[config.mk]
export PLATFORM = sky130hd
export DESIGN_NAME = websocket_frame_deframer
export DESIGN_NICKNAME = d
export VERILOG_FILES = /design/src/design/wsd_pkg.sv /design/src/design/websocket_frame_deframer.sv /design/src/design/wsd_step.sv
export SDC_FILE = /design/constraint.sdc
export NUM_CORES = 1
export LEC_CHECK = 0
export ABC_AREA = 0
export BUFFER_PORTS_ARGS = -buffer_cell sky130_fd_sc_hd__buf_2
export CAP_MARGIN = 0
export CORE_ASPECT_RATIO = 1.75
export CORE_MARGIN = 2
export CORE_UTILIZATION = 55
export CTS_CLUSTER_DIAMETER = 200
export DETAILED_ROUTE_END_ITERATION = 7
export GPL_TIMING_DRIVEN = 0
export PLACE_DENSITY = 0.76
export SYNTH_ARGS = -nofsm -noshare
export SYNTH_HDL_FRONTEND = slang
export SYNTH_HIERARCHICAL = 1
export SYNTH_SLANG_ARGS = --single-unit
[constraint.sdc]
create_clock -name clock -period 3.7 [get_ports clock]
set_input_delay 0.555 -clock clock [delete_from_list [all_inputs] [get_ports clock]]
set_output_delay 0.555 -clock clock [all_outputs]
set_load 0.1 [all_outputs]
[src/design/wsd_pkg.sv]
// Shared types and constants for the WebSocket frame deframer.
`default_nettype none

package wsd_pkg;

   typedef enum logic [4:0] {
      PH_HDR1    = 5'b00001,
      PH_HDR2    = 5'b00010,
      PH_EXTLEN  = 5'b00100,
      PH_KEY     = 5'b01000,
      PH_PAYLOAD = 5'b10000
   } phase_type;

   localparam logic [1:0] KIND_HEADER  = 2'd0;
   localparam logic [1:0] KIND_PAYLOAD = 2'd1;
   localparam logic [1:0] KIND_ERROR   = 2'd2;

   localparam logic [6:0] LEN_CODE_EXT16 = 7'd126;
   localparam logic [6:0] LEN_CODE_EXT64 = 7'd127;

   typedef struct packed {
      phase_type   phase;
      logic        fin;
      logic [3:0]  opcode;
      logic        masked;
      logic [1:0]  byte_count;
      logic [15:0] length;
      logic [15:0] remaining;
      logic [31:0] key;
      logic [1:0]  key_index;
   } state_type;

   localparam state_type STATE_RESET = '{
      phase:      PH_HDR1,
      fin:        1'b0,
      opcode:     4'd0,
      masked:     1'b0,
      byte_count: 2'd0,
      length:     16'd0,
      remaining:  16'd0,
      key:        32'd0,
      key_index:  2'd0
   };

   typedef struct packed {
      logic [1:0]  kind;
      logic [7:0]  data_byte;
      logic        fin_bit;
      logic [3:0]  op_code;
      logic        was_masked;
      logic [15:0] frame_length;
      logic        last;
   } result_type;

endpackage

`default_nettype wire

[src/design/websocket_frame_deframer.sv]
// Top level of the WebSocket frame deframer and payload unmasker.
`default_nettype none

// Takes one received byte per transaction and sustains one byte per clock. A
// byte is held in an input register, goes through the header parser and
// unmasking XOR, and its result (if any) lands in the output register.
// Header and key bytes give no result; the header result comes with the byte
// that completes the header, a length code of 127 gives an error result, and
// each payload byte gives one result. Only the output register stalling on
// rsp_ready holds the input side back.
module websocket_frame_deframer (
   input  wire  logic        clock,
   input  wire  logic        reset,
   input  wire  logic        req_valid,
   output logic              req_ready,
   input  wire  logic [7:0]  req_in_byte,
   output logic              rsp_valid,
   input  wire  logic        rsp_ready,
   output logic [1:0]        rsp_kind,
   output logic [7:0]        rsp_data_byte,
   output logic              rsp_fin_bit,
   output logic [3:0]        rsp_op_code,
   output logic              rsp_was_masked,
   output logic [15:0]       rsp_frame_length,
   output logic              rsp_last
);

   import wsd_pkg::*;

   logic       in_valid_ff;
   logic [7:0] in_byte_ff;
   state_type  state_ff;
   state_type  state_in;
   result_type result_in;
   result_type result_ff;
   logic       has_result;
   logic       rsp_valid_ff;
   logic       out_free;
   logic       advance;

   wsd_step u_step (
      .cur_state  (state_ff),
      .in_byte    (in_byte_ff),
      .nxt_state  (state_in),
      .result     (result_in),
      .has_result (has_result)
   );

   assign out_free  = !rsp_valid_ff || rsp_ready;
   assign advance   = in_valid_ff && out_free;
   assign req_ready = !in_valid_ff || advance;

   always_ff @(posedge clock) begin
      if (reset) begin
         in_valid_ff  <= 1'b0;
         rsp_valid_ff <= 1'b0;
         state_ff     <= STATE_RESET;
      end else begin
         if (req_valid && req_ready) begin
            in_valid_ff <= 1'b1;
         end else if (advance) begin
            in_valid_ff <= 1'b0;
         end
         if (advance) begin
            state_ff <= state_in;
         end
         if (out_free) begin
            rsp_valid_ff <= advance && has_result;
         end
      end
   end

   always_ff @(posedge clock) begin
      if (req_valid && req_ready) begin
         in_byte_ff <= req_in_byte;
      end
      if (advance && has_result) begin
         result_ff <= result_in;
      end
   end

   assign rsp_valid        = rsp_valid_ff;
   assign rsp_kind         = result_ff.kind;
   assign rsp_data_byte    = result_ff.data_byte;
   assign rsp_fin_bit      = result_ff.fin_bit;
   assign rsp_op_code      = result_ff.op_code;
   assign rsp_was_masked   = result_ff.was_masked;
   assign rsp_frame_length = result_ff.frame_length;
   assign rsp_last         = result_ff.last;

`ifndef ASSERT_OFF
   a_error_is_last: assert property (@(posedge clock) disable iff (reset)
      rsp_valid_ff && (result_ff.kind == KIND_ERROR) |-> result_ff.last)
      else $error("Error result without last flag.");

   a_data_only_payload: assert property (@(posedge clock) disable iff (reset)
      rsp_valid_ff && (result_ff.kind != KIND_PAYLOAD) |-> (result_ff.data_byte == 8'd0))
      else $error("Non-payload result carries data.");

   a_payload_remaining: assert property (@(posedge clock) disable iff (reset)
      (state_ff.phase == PH_PAYLOAD) |-> (state_ff.remaining != 16'd0))
      else $error("Payload phase with no bytes remaining.");

   a_key_needs_mask: assert property (@(posedge clock) disable iff (reset)
      (state_ff.phase == PH_KEY) |-> state_ff.masked)
      else $error("Key phase entered for an unmasked frame.");
`endif

endmodule

`default_nettype wire

[src/design/wsd_step.sv]
// Next-state and result logic for one received byte of the deframer.
`default_nettype none

module wsd_step (
   input  wire  wsd_pkg::state_type  cur_state,
   input  wire  logic [7:0]          in_byte,
   output wsd_pkg::state_type        nxt_state,
   output wsd_pkg::result_type       result,
   output logic                      has_result
);

   import wsd_pkg::*;

   logic [6:0] len_code;
   logic [7:0] key_byte;
   logic       payload_done;

   // Completes the header: payload follows unless the frame is empty.
   function automatic state_type finish_header(state_type s);
      state_type f;
      f            = s;
      f.remaining  = s.length;
      f.key_index  = 2'd0;
      f.byte_count = 2'd0;
      f.phase      = (s.length == 16'd0) ? PH_HDR1 : PH_PAYLOAD;
      return f;
   endfunction

   assign len_code = in_byte[6:0];

   always_comb begin
      case (cur_state.key_index)
         2'd0:    key_byte = cur_state.key[31:24];
         2'd1:    key_byte = cur_state.key[23:16];
         2'd2:    key_byte = cur_state.key[15:8];
         default: key_byte = cur_state.key[7:0];
      endcase
   end

   assign payload_done = (cur_state.remaining == 16'd1);

   always_comb begin
      nxt_state           = cur_state;
      has_result          = 1'b0;
      result.kind         = KIND_HEADER;
      result.data_byte    = 8'd0;
      result.frame_length = cur_state.length;
      result.last         = 1'b0;

      case (cur_state.phase)
         PH_HDR2: begin
            nxt_state.masked     = in_byte[7];
            nxt_state.byte_count = 2'd0;
            if (len_code == LEN_CODE_EXT64) begin
               nxt_state.length    = 16'd0;
               nxt_state.remaining = 16'd0;
               nxt_state.phase     = PH_HDR1;
               has_result          = 1'b1;
               result.kind         = KIND_ERROR;
               result.frame_length = 16'd0;
               result.last         = 1'b1;
            end else if (len_code == LEN_CODE_EXT16) begin
               nxt_state.length = 16'd0;
               nxt_state.phase  = PH_EXTLEN;
            end else begin
               nxt_state.length = {9'd0, len_code};
               if (in_byte[7]) begin
                  nxt_state.phase = PH_KEY;
               end else begin
                  nxt_state           = finish_header(nxt_state);
                  has_result          = 1'b1;
                  result.frame_length = {9'd0, len_code};
                  result.last         = (len_code == 7'd0);
               end
            end
         end
         PH_EXTLEN: begin
            if (cur_state.byte_count == 2'd0) begin
               nxt_state.length     = {in_byte, 8'd0};
               nxt_state.byte_count = 2'd1;
            end else begin
               nxt_state.length     = {cur_state.length[15:8], in_byte};
               nxt_state.byte_count = 2'd0;
               if (cur_state.masked) begin
                  nxt_state.phase = PH_KEY;
               end else begin
                  nxt_state           = finish_header(nxt_state);
                  has_result          = 1'b1;
                  result.frame_length = nxt_state.length;
                  result.last         = (nxt_state.length == 16'd0);
               end
            end
         end
         PH_KEY: begin
            nxt_state.key = {cur_state.key[23:0], in_byte};
            if (cur_state.byte_count != 2'd3) begin
               nxt_state.byte_count = cur_state.byte_count + 2'd1;
            end else begin
               nxt_state   = finish_header(nxt_state);
               has_result  = 1'b1;
               result.last = (cur_state.length == 16'd0);
            end
         end
         PH_PAYLOAD: begin
            nxt_state.key_index = cur_state.key_index + 2'd1;
            nxt_state.remaining = cur_state.remaining - 16'd1;
            if (payload_done) begin
               nxt_state.phase = PH_HDR1;
            end
            has_result       = 1'b1;
            result.kind      = KIND_PAYLOAD;
            result.data_byte = cur_state.masked ? (in_byte ^ key_byte) : in_byte;
            result.last      = payload_done;
         end
         default: begin
            nxt_state.fin    = in_byte[7];
            nxt_state.opcode = in_byte[3:0];
            nxt_state.phase  = PH_HDR2;
         end
      endcase

      result.fin_bit    = nxt_state.fin;
      result.op_code    = nxt_state.opcode;
      result.was_masked = nxt_state.masked;
   end

endmodule

`default_nettype wire

==> results of run 1 <==
-- Yosys cell counts (3+ instances only) --
master    count  share of area, %
and3_1        4              0.34
nor2_1       46               2.4
buf_4        12               1.2
inv_1        13              0.67
nor3_1        8              0.55
nand4_1       3              0.26
nor4_1        5              0.43
xor2_1       13               1.6
o211ai_1      8              0.82
mux2i_1      80                11
xnor2_1       3              0.36
o31ai_1       6              0.62
ha_1          8               1.4
or3_1         5              0.43
a222oi_1      9               1.2
or4_1         4              0.41
mux2_2        7               1.1
o21ai_1       5              0.34
nand3_1      10              0.69
dfxtp_1      81                22
a21oi_1      10              0.69
nand2b_1    159                14
nand2_1     140               7.2
clkbuf_1     44               2.3
o21ai_0      21               1.4
and2_1       12               1.0
a31oi_1       4              0.34
edfxtp_1     41                17
a22oi_1       4              0.41
buf_2         6              0.41
buf_6         6              0.93
a22o_1       22               2.6
-- cell families after synthesis --
group	after synthesis	share of synthesized area [%]
simple gates	407	28.7
flops	122	39.1
compound gates	112	11.3
mux	87	12.1
buf+inv	82	5.56
xor+xnor	16	1.92
fa+ha+maj	8	1.37
-- through the flow --
step	hold WS, ns	TNS [ns]
after floorplan	0.446	0
after global placement	0.457	-29.40
after detailed placement	0.470	0
after CTS	0.303	0
after global routing	0.305	0
final	0.311	0
-- sequential cells by signal (all words and copies together), names as in the netlist --
signal	flops
state_ff	79
rsp_frame_length	16
in_byte_ff	8
rsp_data_byte	8
rsp_op_code	4
rsp_kind	2
in_valid_ff	1
rsp_fin_bit	1
rsp_last	1
rsp_valid	1
rsp_was_masked	1
-- where the power goes --
group	leakage, uW	switching (uW)	total, uW	internal (uW)
clock	0.000280	626	1630	1010
sequential	0.00104	9.47	1410	1400
combinational	0.00183	150	247	96.7
total	0.00315	785	3290	2500
-- worst min path at each step --
stage / start / to / slack (ns) / depth (start not counted)
4_1_cts: req_in_byte[4] / in_byte_ff[4] / 0.30 / 1
2_1_floorplan: state_ff[69] / state_ff[69] / 0.45 / 2
6_report: req_in_byte[4] / in_byte_ff[4] / 0.31 / 1
5_1_grt: req_in_byte[5] / in_byte_ff[5] / 0.30 / 1
3_5_place_dp: state_ff[69] / state_ff[69] / 0.47 / 2
3_3_place_gp: state_ff[73] / state_ff[73] / 0.46 / 2
-- worst max-delay path: stages (launching register included) --
cell,delay [ns]
edfxtp_1,0.31
buf_2,0.31
and4_1,0.24
clkbuf_1,0.29
a211o_1,0.37
nor2_1,0.14
nor2_1,0.31
nand2_1,0.16
nor2_4,0.13
buf_12,0.21
-- area by class of cell --
type,count,area (sq um)
fill,1152,4590
tap,171,214
clock buffer,18,439
timing repair buffer,46,245
inverter,13,48.8
buffer,69,357
sequential,122,2850
clock inverter,14,149
multi-input combinational,630,4040
-- per-layer routing --
metal | share of wire, % | GRT usage [%]
met1 | 36 | 30.2
met2 | 52 | 52.7
met3 | 5.5 | 4.57
met4 | 6.8 | 20.6
met5 | 0 | 0
==> results.md, run 1 <==
* Layout area overhead at 14.5%
* Final instance area at 8350 sq um
* Worst Setup End Kind: flop
* I/O pins at 47
* Post-DR vias/cell at 5.93
* TritonCTS clock tree: done
* FMAX at 0.355 GHz
* Antenna Nets Post-Route at 0
* Via count at 6420
* Worst Path Arrival at 2.93 ns
* Slew Viols, Final at 0
* I/O Buffers at 45
* Reg2Reg Capture Point: rsp_data_byte[2]
* Die span in y at 156 microns
* Final HPWL DP at 14.1 mm
* Clk root buf: clkbuf_16
* Cell count after placement at 1051
* Synthesized area per cell at 8.75 sq um
* Yosys Warn Count at 6
* Post-Route WL at 20.0 mm
* Postcts setup bufs at 0
* Die width at 91.1 microns
* Largest net degree at the start of global routing at 34
* Synth unique cells at 62
* Min Tclk post-route at 2.82 ns
* DP Worst Slack at 0.969 ns
* CP Data Required Time at 3.81 ns
* Inserted Diodes at 0
* Commonest non-fill, non-tap cell in the layout: nand2b_1
* Worst hold path type: primary input to flop
* EDFF count, synth at 41
* H-Tree Depth at 4
* Residual DRC at 0
* Vias in the first global route at 6187
* Overall Power at 3290 uW
* Reg2reg start: in_byte_ff[4]
* Non-Filler Instances at 1083
* CP Class: flop to flop
* Initial antenna violation count at 0
* Outcome: completed
* Clk_lat worst skew at 0.42 ns
* Worst setup SP type: flop
* Gr usage total at 29.1%
* Worst Path Max Fanout at 33
* Syn Nets at 854
* Clock buffer count from CTS at 17
* Number of detailed-route iterations in the first pass at 5
* Cell Area, Placed at 7760 sq um
* Layout cells sized above 1 at 12.5%
* Max Cap Viol at 0
* Seq/Total Area, Yosys at 39.1%
* CP startpoint: in_byte_ff[4]
* Die ar. at 14200 sq um
* CP endpoint: rsp_data_byte[2]
* VDD IR max at 0.315 mV
* Post-CTS Hold Fix Bufs at 0
* # nets final at 919
* DRT iter0 DRCs at 599
* Finish-stage setup viols at 0
* Sink Count at 122
* Final worst slack at 0.883 ns
* Row count at 55
* Leak Pwr at 0.00315 uW
* WL per Instance at 18.5 microns
* First-pass GRT wire length at 32.1 mm
* Core box area at 12900 sq um
* Max Buffers Root-to-Sink at 2
* Final hold viol count at 0
* Mapped Cells at 834
* Max-Slew Margin vs Limit at 41.3%
* Synth async-reset ratio at 0%
* Clock-pin slew on the worst setup and hold paths at 0.06 ns
* Most frequent cells in the layout: 159 x nand2b_1, 140 x nand2_1, 81 x dfxtp_1, 80 x mux2i_1, 51 x buf_2
* Overflow after GRT at 0
* GP Congestion at 0.984
* Initial Utilization at 56.4%
* Period utilization at 76.1%
* Final Util at 64.5%
* Cell area after synthesis at 7290 sq um
* RSZ-0062 raised after global routing: no
* PwrDens at 394 nW/um^2
* Flop-to-flop setup slack at 0.88 ns
* Least-Margin Pin Slew at 0.874 ns
* Top_reg_cell synth: dfxtp_1
* Worst R2R Path Depth at 9
* #FFs+latches synth at 122
* Setup skew after layout at 0.00716 ns
* CTS resizes at 0
Power figures use the tool's default switching activity.
==> inputs of run 2 (changes only) <==
--- a/config.mk
+++ b/config.mk
@@ -5,16 +5,16 @@
 export SDC_FILE = /design/constraint.sdc
 export NUM_CORES = 1
 export LEC_CHECK = 0
-export ABC_AREA = 0
+export ABC_AREA = 1
 export BUFFER_PORTS_ARGS = -buffer_cell sky130_fd_sc_hd__buf_2
 export CAP_MARGIN = 0
 export CORE_ASPECT_RATIO = 1.75
 export CORE_MARGIN = 2
-export CORE_UTILIZATION = 55
+export CORE_UTILIZATION = 62
 export CTS_CLUSTER_DIAMETER = 200
 export DETAILED_ROUTE_END_ITERATION = 7
 export GPL_TIMING_DRIVEN = 0
-export PLACE_DENSITY = 0.76
+export PLACE_DENSITY = 0.81
 export SYNTH_ARGS = -nofsm -noshare
 export SYNTH_HDL_FRONTEND = slang
 export SYNTH_HIERARCHICAL = 1
==> constraint.sdc (replaced) <==
create_clock -name clock -period 2.7 [get_ports clock]
set_input_delay 0.405 -clock clock [delete_from_list [all_inputs] [get_ports clock]]
set_output_delay 0.405 -clock clock [all_outputs]
set_load 0.1 [all_outputs]
==> results.md, run 2 <==
* Clock Power Share at 42.7%
* RSZ-0062 raised after global routing: no
* Combinational share of power at 16.1%
* Inserted Diodes at 0
* Worst path cell trace: inv_2, nor2_8, nand2_4, buf_6, nand2_1, nand2_2, nand2_2, inv_1, nor2_4, buf_12
* I/O Buffers at 46
* #FFs+latches synth at 122
* Least-Margin Pin Slew at 0.689 ns
* Vias in the first global route at 8032
* Gr usage total at 40.7%
* Top_reg_cell synth: dfxtp_1
* Failing checks: design-rule violations
* FF/Latch Area at 2850 sq um
* Die span in y at 154 microns
* Worst Path Arrival at 2.68 ns
* Synth top area share at 20.2%
* Core box area at 12800 sq um
* Finish-stage setup viols at 0
* Most flop-heavy register: state_ff
* Seq/Total Area, Yosys at 35.6%
* Outcome: complete, but fails checks
* Max Buffers Root-to-Sink at 2
* H-Tree Depth at 4
* Layout area overhead at 13.8%
* WL per Instance at 19.1 microns
* CP Data Required Time at 2.83 ns
* Final hold viol count at 0
* Sw Ratio at 31.0%
* Final HPWL DP at 20.4 mm
* Row count at 55
* Via count at 8853
* Number of detailed-route iterations in the first pass at 8
* CP endpoint: rsp_op_code[3]
* Max Cap Viol at 0
* Min Tclk post-route at 2.55 ns
* Critical Path Most Common Cell: nand2_2
* DRT iter0 DRCs at 1021
* Clk root buf: clkbuf_16
* Max-Slew Margin vs Limit at 54.1%
* Reg2reg start: in_byte_ff[4]
* Cell area after synthesis at 8020 sq um
* Overall Power at 5080 uW
* Worst R2R Path Depth at 10
* First-pass GRT wire length at 43.3 mm
* I/O pins at 47
* Overflow after GRT at 0
* Largest net degree at the start of global routing at 17
* Hold Path Depth at 1
* Setup skew after layout at 0.0142 ns
* Levels on crit path at 10
* Clk_lat worst skew at 0.42 ns
* Synth async-reset ratio at 0%
* Yosys Warn Count at 6
* Syn Nets at 1260
* CP startpoint: in_byte_ff[4]
* Top cells by area, synth: dfxtp_1 20%, edfxtp_1 15%, nand2_1 15%
* Worst Path Buf+Inv at 4
* CP peak stage delay at 0.66 ns
* Worst hold path type: primary input to flop
* Flop-to-flop setup slack at 0.15 ns
* FMAX at 0.392 GHz
* Clock buffer count from CTS at 17
* TritonCTS clock tree: done
* Most frequent cells in the layout: 318 x nand2_1, 153 x inv_1, 148 x nand3_1, 137 x nor2_1, 118 x a21oi_1
* Period utilization at 94.5%
* Mapped Cells at 1240
* Worst Setup End Kind: flop
* PwrDens at 556 nW/um^2
* Final Util at 71.3%
* EDFF count, synth at 41
* P_sw at 1570 uW
* Initial Utilization at 62.7%
* Post-CTS Hold Fix Bufs at 0
* Slowest CP cell: edfxtp_1
* VDD IR max at 0.420 mV
* Filler cells at 1163
* Die width at 90.0 microns
* Area of the multi-input gates at 4130 sq um
* Final worst slack at 0.150 ns
* Cell Area, Placed at 8480 sq um
* Initial antenna violation count at 0
* Worst path top cell family by delay: simple AND/OR/NAND/NOR gates
* Int Power at 3500 uW
* Die ar. at 13900 sq um
* Sink Count at 122
* Worst setup SP type: flop
* Layout cells sized above 1 at 13.6%
* Post-Route WL at 28.6 mm
* Synth top cells by count: 318 x nand2_1, 153 x inv_1, 148 x nand3_1, 139 x nor2_1, 118 x a21oi_1
* DP Worst Slack at -0.762 ns
* Final instance area at 9130 sq um
* Clock-pin slew on the worst setup and hold paths at 0.07 ns
* Leak Pwr at 0.00411 uW
* Antenna Nets Post-Route at 0
* Worst Path Max Fanout at 10
* Reg2Reg Capture Point: rsp_op_code[3]
* Synth area leader: dfxtp_1
* Slew Viols, Final at 0
* Commonest non-fill, non-tap cell in the layout: nand2_1
* Reg power frac at 41.2%
* Max reg flops at 79
* CP Class: flop to flop
* # nets final at 1330
* Residual DRC at 1
* Post-DR vias/cell at 5.93
* Synth unique cells at 33
* Synthesized area per cell at 6.47 sq um
* GP Congestion at 1.01
* Most numerous cell in the Yosys netlist: nand2_1
run 2: changes by cell type after synthesis, moves of 25 or more:
| cell | change |
|---|---|
| a21oi_1 | +108 |
| inv_1 | +140 |
| nand3_1 | +138 |
| mux2i_1 | -80 |
| clkbuf_1 | -25 |
| o21ai_0 | +34 |
| nand2b_1 | -159 |
| buf_2 | +27 |
| nor2_1 | +93 |
| nand2_1 | +178 |
run 2: power groups by stage:
stage,sequential (uW),clock [uW],combinational [uW]
3_5_place_dp,2130,0,772
5_1_grt,2100,2240,897
3_3_place_gp,2120,0,756
6_report,2090,2170,816
4_1_cts,2090,2180,784
2_1_floorplan,2100,0,578
run 2: worst min path at each step:
stage	endpoint	startpoint	slack (ns)
final	in_byte_ff[5]	req_in_byte[5]	0.16
after global routing	in_byte_ff[5]	req_in_byte[5]	0.15
after CTS	in_byte_ff[5]	req_in_byte[5]	0.15
after detailed placement	state_ff[64]	state_ff[64]	0.47
after global placement	state_ff[72]	state_ff[72]	0.46
after floorplan	state_ff[51]	state_ff[51]	0.45
run 2: cell type report:
type,instances,area share (%)
multi-input combinational,877,45.2
sequential,122,31.2
inverter,163,6.70
buffer,79,5.06
clock buffer,19,4.97
timing repair buffer,50,3.26
tap,171,2.34
clock inverter,13,1.19
run 2: repair_timing:
action | in CTS | in global routing
gates cloned | 1 | 0
pin swaps | 2 | 0
setup buffers | 4 | 0
gates resized for setup | 2 | 2
setup endpoints to repair | 33 | 33
run 2: per-stage QoR:
stage          hold WS, ns  instances  TNS [ns]
6_report             0.155       1494         0
5_1_grt              0.153       1494         0
4_1_cts              0.145       1494         0
3_5_place_dp         0.471       1457    -25.07
3_3_place_gp         0.462       1457    -23.15
2_1_floorplan        0.452       1240         0
run 2: worst register-to-register path: stages (launching register included):
cell	delay (ns)
edfxtp_1	0.66
inv_2	0.24
nor2_8	0.27
nand2_4	0.09
buf_6	0.16
nand2_1	0.08
nand2_2	0.09
nand2_2	0.17
inv_1	0.15
nor2_4	0.20
buf_12	0.15
run 2: kinds of logic after synthesis:
kind of cell | count (synthesis) | share of synthesized area [%]
AOI/OAI and AO/OA | 209 | 14.0
xor gates and xnor gates | 1 | 0.109
adders and majority gates | 8 | 1.25
buffers and inverters | 242 | 13.4
DFF | 122 | 35.6
and+or+nand+nor | 658 | 35.7
run 2: layer usage:
layer,GRT usage (%),wire length (microns),share of wire (%)
met1,44.0,9490,33
met2,71.4,14000,49
met4,32.0,2570,9.0
met5,0,0,0
met3,5.46,2530,8.9
==> inputs of run 3 (changes only) <==
--- a/config.mk
+++ b/config.mk
@@ -7,7 +7,7 @@
 export LEC_CHECK = 0
 export ABC_AREA = 1
 export BUFFER_PORTS_ARGS = -buffer_cell sky130_fd_sc_hd__buf_2
-export CAP_MARGIN = 0
+export CAP_MARGIN = 25
 export CORE_ASPECT_RATIO = 1.75
 export CORE_MARGIN = 2
 export CORE_UTILIZATION = 62
==> constraint.sdc (replaced) <==
create_clock -name clock -period 2.9 [get_ports clock]
set_input_delay 0.58 -clock clock [delete_from_list [all_inputs] [get_ports clock]]
set_output_delay 0.58 -clock clock [all_outputs]
set_load 0.1 [all_outputs]
==> results.md, run 3 (same netlist as run 2, synthesis figures left out) <==
* Outcome: completed
* Max-Slew Margin vs Limit at 55.6%
* Die width at 90.0 microns
* Period utilization at 92.7%
* Clock-pin slew on the worst setup and hold paths at 0.07 ns
* Worst path top cell family by delay: simple AND/OR/NAND/NOR gates
* Sink Count at 122
* Slew Viols, Final at 0
* Final HPWL DP at 20.2 mm
* Worst Path Buf+Inv at 4
* Clk root buf: clkbuf_16
* Reg2Reg Capture Point: rsp_data_byte[2]
* Worst path cell trace: inv_1, ha_1, nor2_2, inv_1, nor2_2, nor2_1, nand2_2, inv_1, nor2_4, buf_16
* Non-Filler Instances at 1491
* Via count at 8714
* Reg power frac at 40.7%
* Setup skew after layout at 0.0118 ns
* Combinational share of power at 15.6%
* Sw Ratio at 30.8%
* CP Class: flop to flop
* I/O Buffers at 46
* Residual DRC at 0
* Number of detailed-route iterations in the first pass at 6
* VDD IR max at 0.374 mV
* Leak Pwr at 0.00411 uW
* # nets final at 1327
* PwrDens at 526 nW/um^2
* Inserted Diodes at 0
* RSZ-0062 raised after global routing: no
* Worst Setup End Kind: flop
* TritonCTS clock tree: done
* Finish-stage setup viols at 0
* Overall Power at 4790 uW
* I/O pins at 47
* Worst Path Max Fanout at 18
* Clk_lat worst skew at 0.42 ns
* Cell count after placement at 1458
* Int Power at 3310 uW
* Min Tclk post-route at 2.69 ns
* WL per Instance at 18.7 microns
* Die ar. at 13900 sq um
* Max Buffers Root-to-Sink at 2
* Initial antenna violation count at 0
* Flop-to-flop setup slack at 0.21 ns
* Core box area at 12800 sq um
* Most frequent cells in the layout: 318 x nand2_1, 153 x inv_1, 148 x nand3_1, 137 x nor2_1, 118 x a21oi_1
* Max reg flops at 79
* Vias in the first global route at 8275
* Layout cells sized above 1 at 13.4%
* FF/Latch Area at 2850 sq um
* Critical Path Most Common Cell: inv_1
* Commonest non-fill, non-tap cell in the layout: nand2_1
* Reg2reg start: state_ff[66]
* P_sw at 1470 uW
* Post-route setup TNS at 0 ns
* Max Cap Viol at 0
* Most flop-heavy register: state_ff
* Filler cells at 1170
* DRT iter0 DRCs at 935
* Levels on crit path at 10
* Post-Route WL at 27.9 mm
* Clock Power Share at 43.7%
* Worst Hold Launch: req_in_byte[5]
* CP peak stage delay at 0.40 ns
* CP Data Required Time at 3.02 ns
* GP Congestion at 0.998
* Layout area overhead at 13.5%
* Minimum hold slack at 0.328 ns
* Overflow after GRT at 0
* Post-CTS Hold Fix Bufs at 0
* Initial Utilization at 62.7%
* FMAX at 0.372 GHz
* Antenna Nets Post-Route at 0
* Slowest CP cell: dfxtp_1
* First-pass GRT wire length at 43.5 mm
* Worst Path Arrival at 2.81 ns
* Die span in y at 154 microns
* Hold Path Depth at 1
* Gr usage total at 40.5%
* Least-Margin Pin Slew at 0.659 ns
* Worst R2R Path Depth at 10
* Worst hold path type: primary input to flop
* Largest net degree at the start of global routing at 19
* Final hold viol count at 0
* Row count at 55
* Worst hold path endpoint: in_byte_ff[5]
* Worst setup SP type: flop
* Clock buffer count from CTS at 17
* H-Tree Depth at 4
* Post-DR vias/cell at 5.84
* Final Util at 71.1%
* Area of the multi-input gates at 4110 sq um
-- run 3: worst max-delay path by stage --
stage,from,endpoint
after floorplan,state_ff[66],rsp_data_byte[0]
after global placement,state_ff[66],rsp_frame_length[7]
after detailed placement,state_ff[66],rsp_data_byte[6]
after CTS,state_ff[66],rsp_data_byte[4]
after global routing,state_ff[66],rsp_data_byte[4]
final,state_ff[66],rsp_data_byte[2]
-- run 3: power groups by stage --
stage	sequential [uW]	clock [uW]	combinational (uW)
global placement	1980	0	703
finish	1950	2090	748
CTS	1940	2100	724
global route	1950	2170	826
floorplan	1950	0	538
detailed placement	1980	0	717
-- run 3: metrics by stage --
stage          cell area (sq um)  setup slack, ns
6_report                    9100            0.213
4_1_cts                     9100            0.189
5_1_grt                     9100           0.0729
3_5_place_dp                8500           -0.155
2_1_floorplan               8030            0.155
3_3_place_gp                8470           -0.956
-- run 3: repair_timing --
item / CTS / global route
buffers inserted: 1 / 0
gates resized for setup: 0 / 1
pin swaps: 1 / 0
setup endpoints to repair: 18 / 33
-- run 3: layout make-up --
cell class	count	area share (%)
tap	171	2.35
inverter	163	6.72
sequential	122	31.3
multi-input combinational	876	45.1
clock buffer	20	5.26
timing repair buffer	48	3.05
buffer	79	5.07
clock inverter	12	1.10
-- run 3: metal layers --
metal	part of all wire [%]	up-vias	global-route usage, %
met5	0	-	0
met4	8.8	0	33.2
met3	8.0	143	6.38
met2	49	517	70.7
met1	34	3908	42.8
li1	-	4146	-
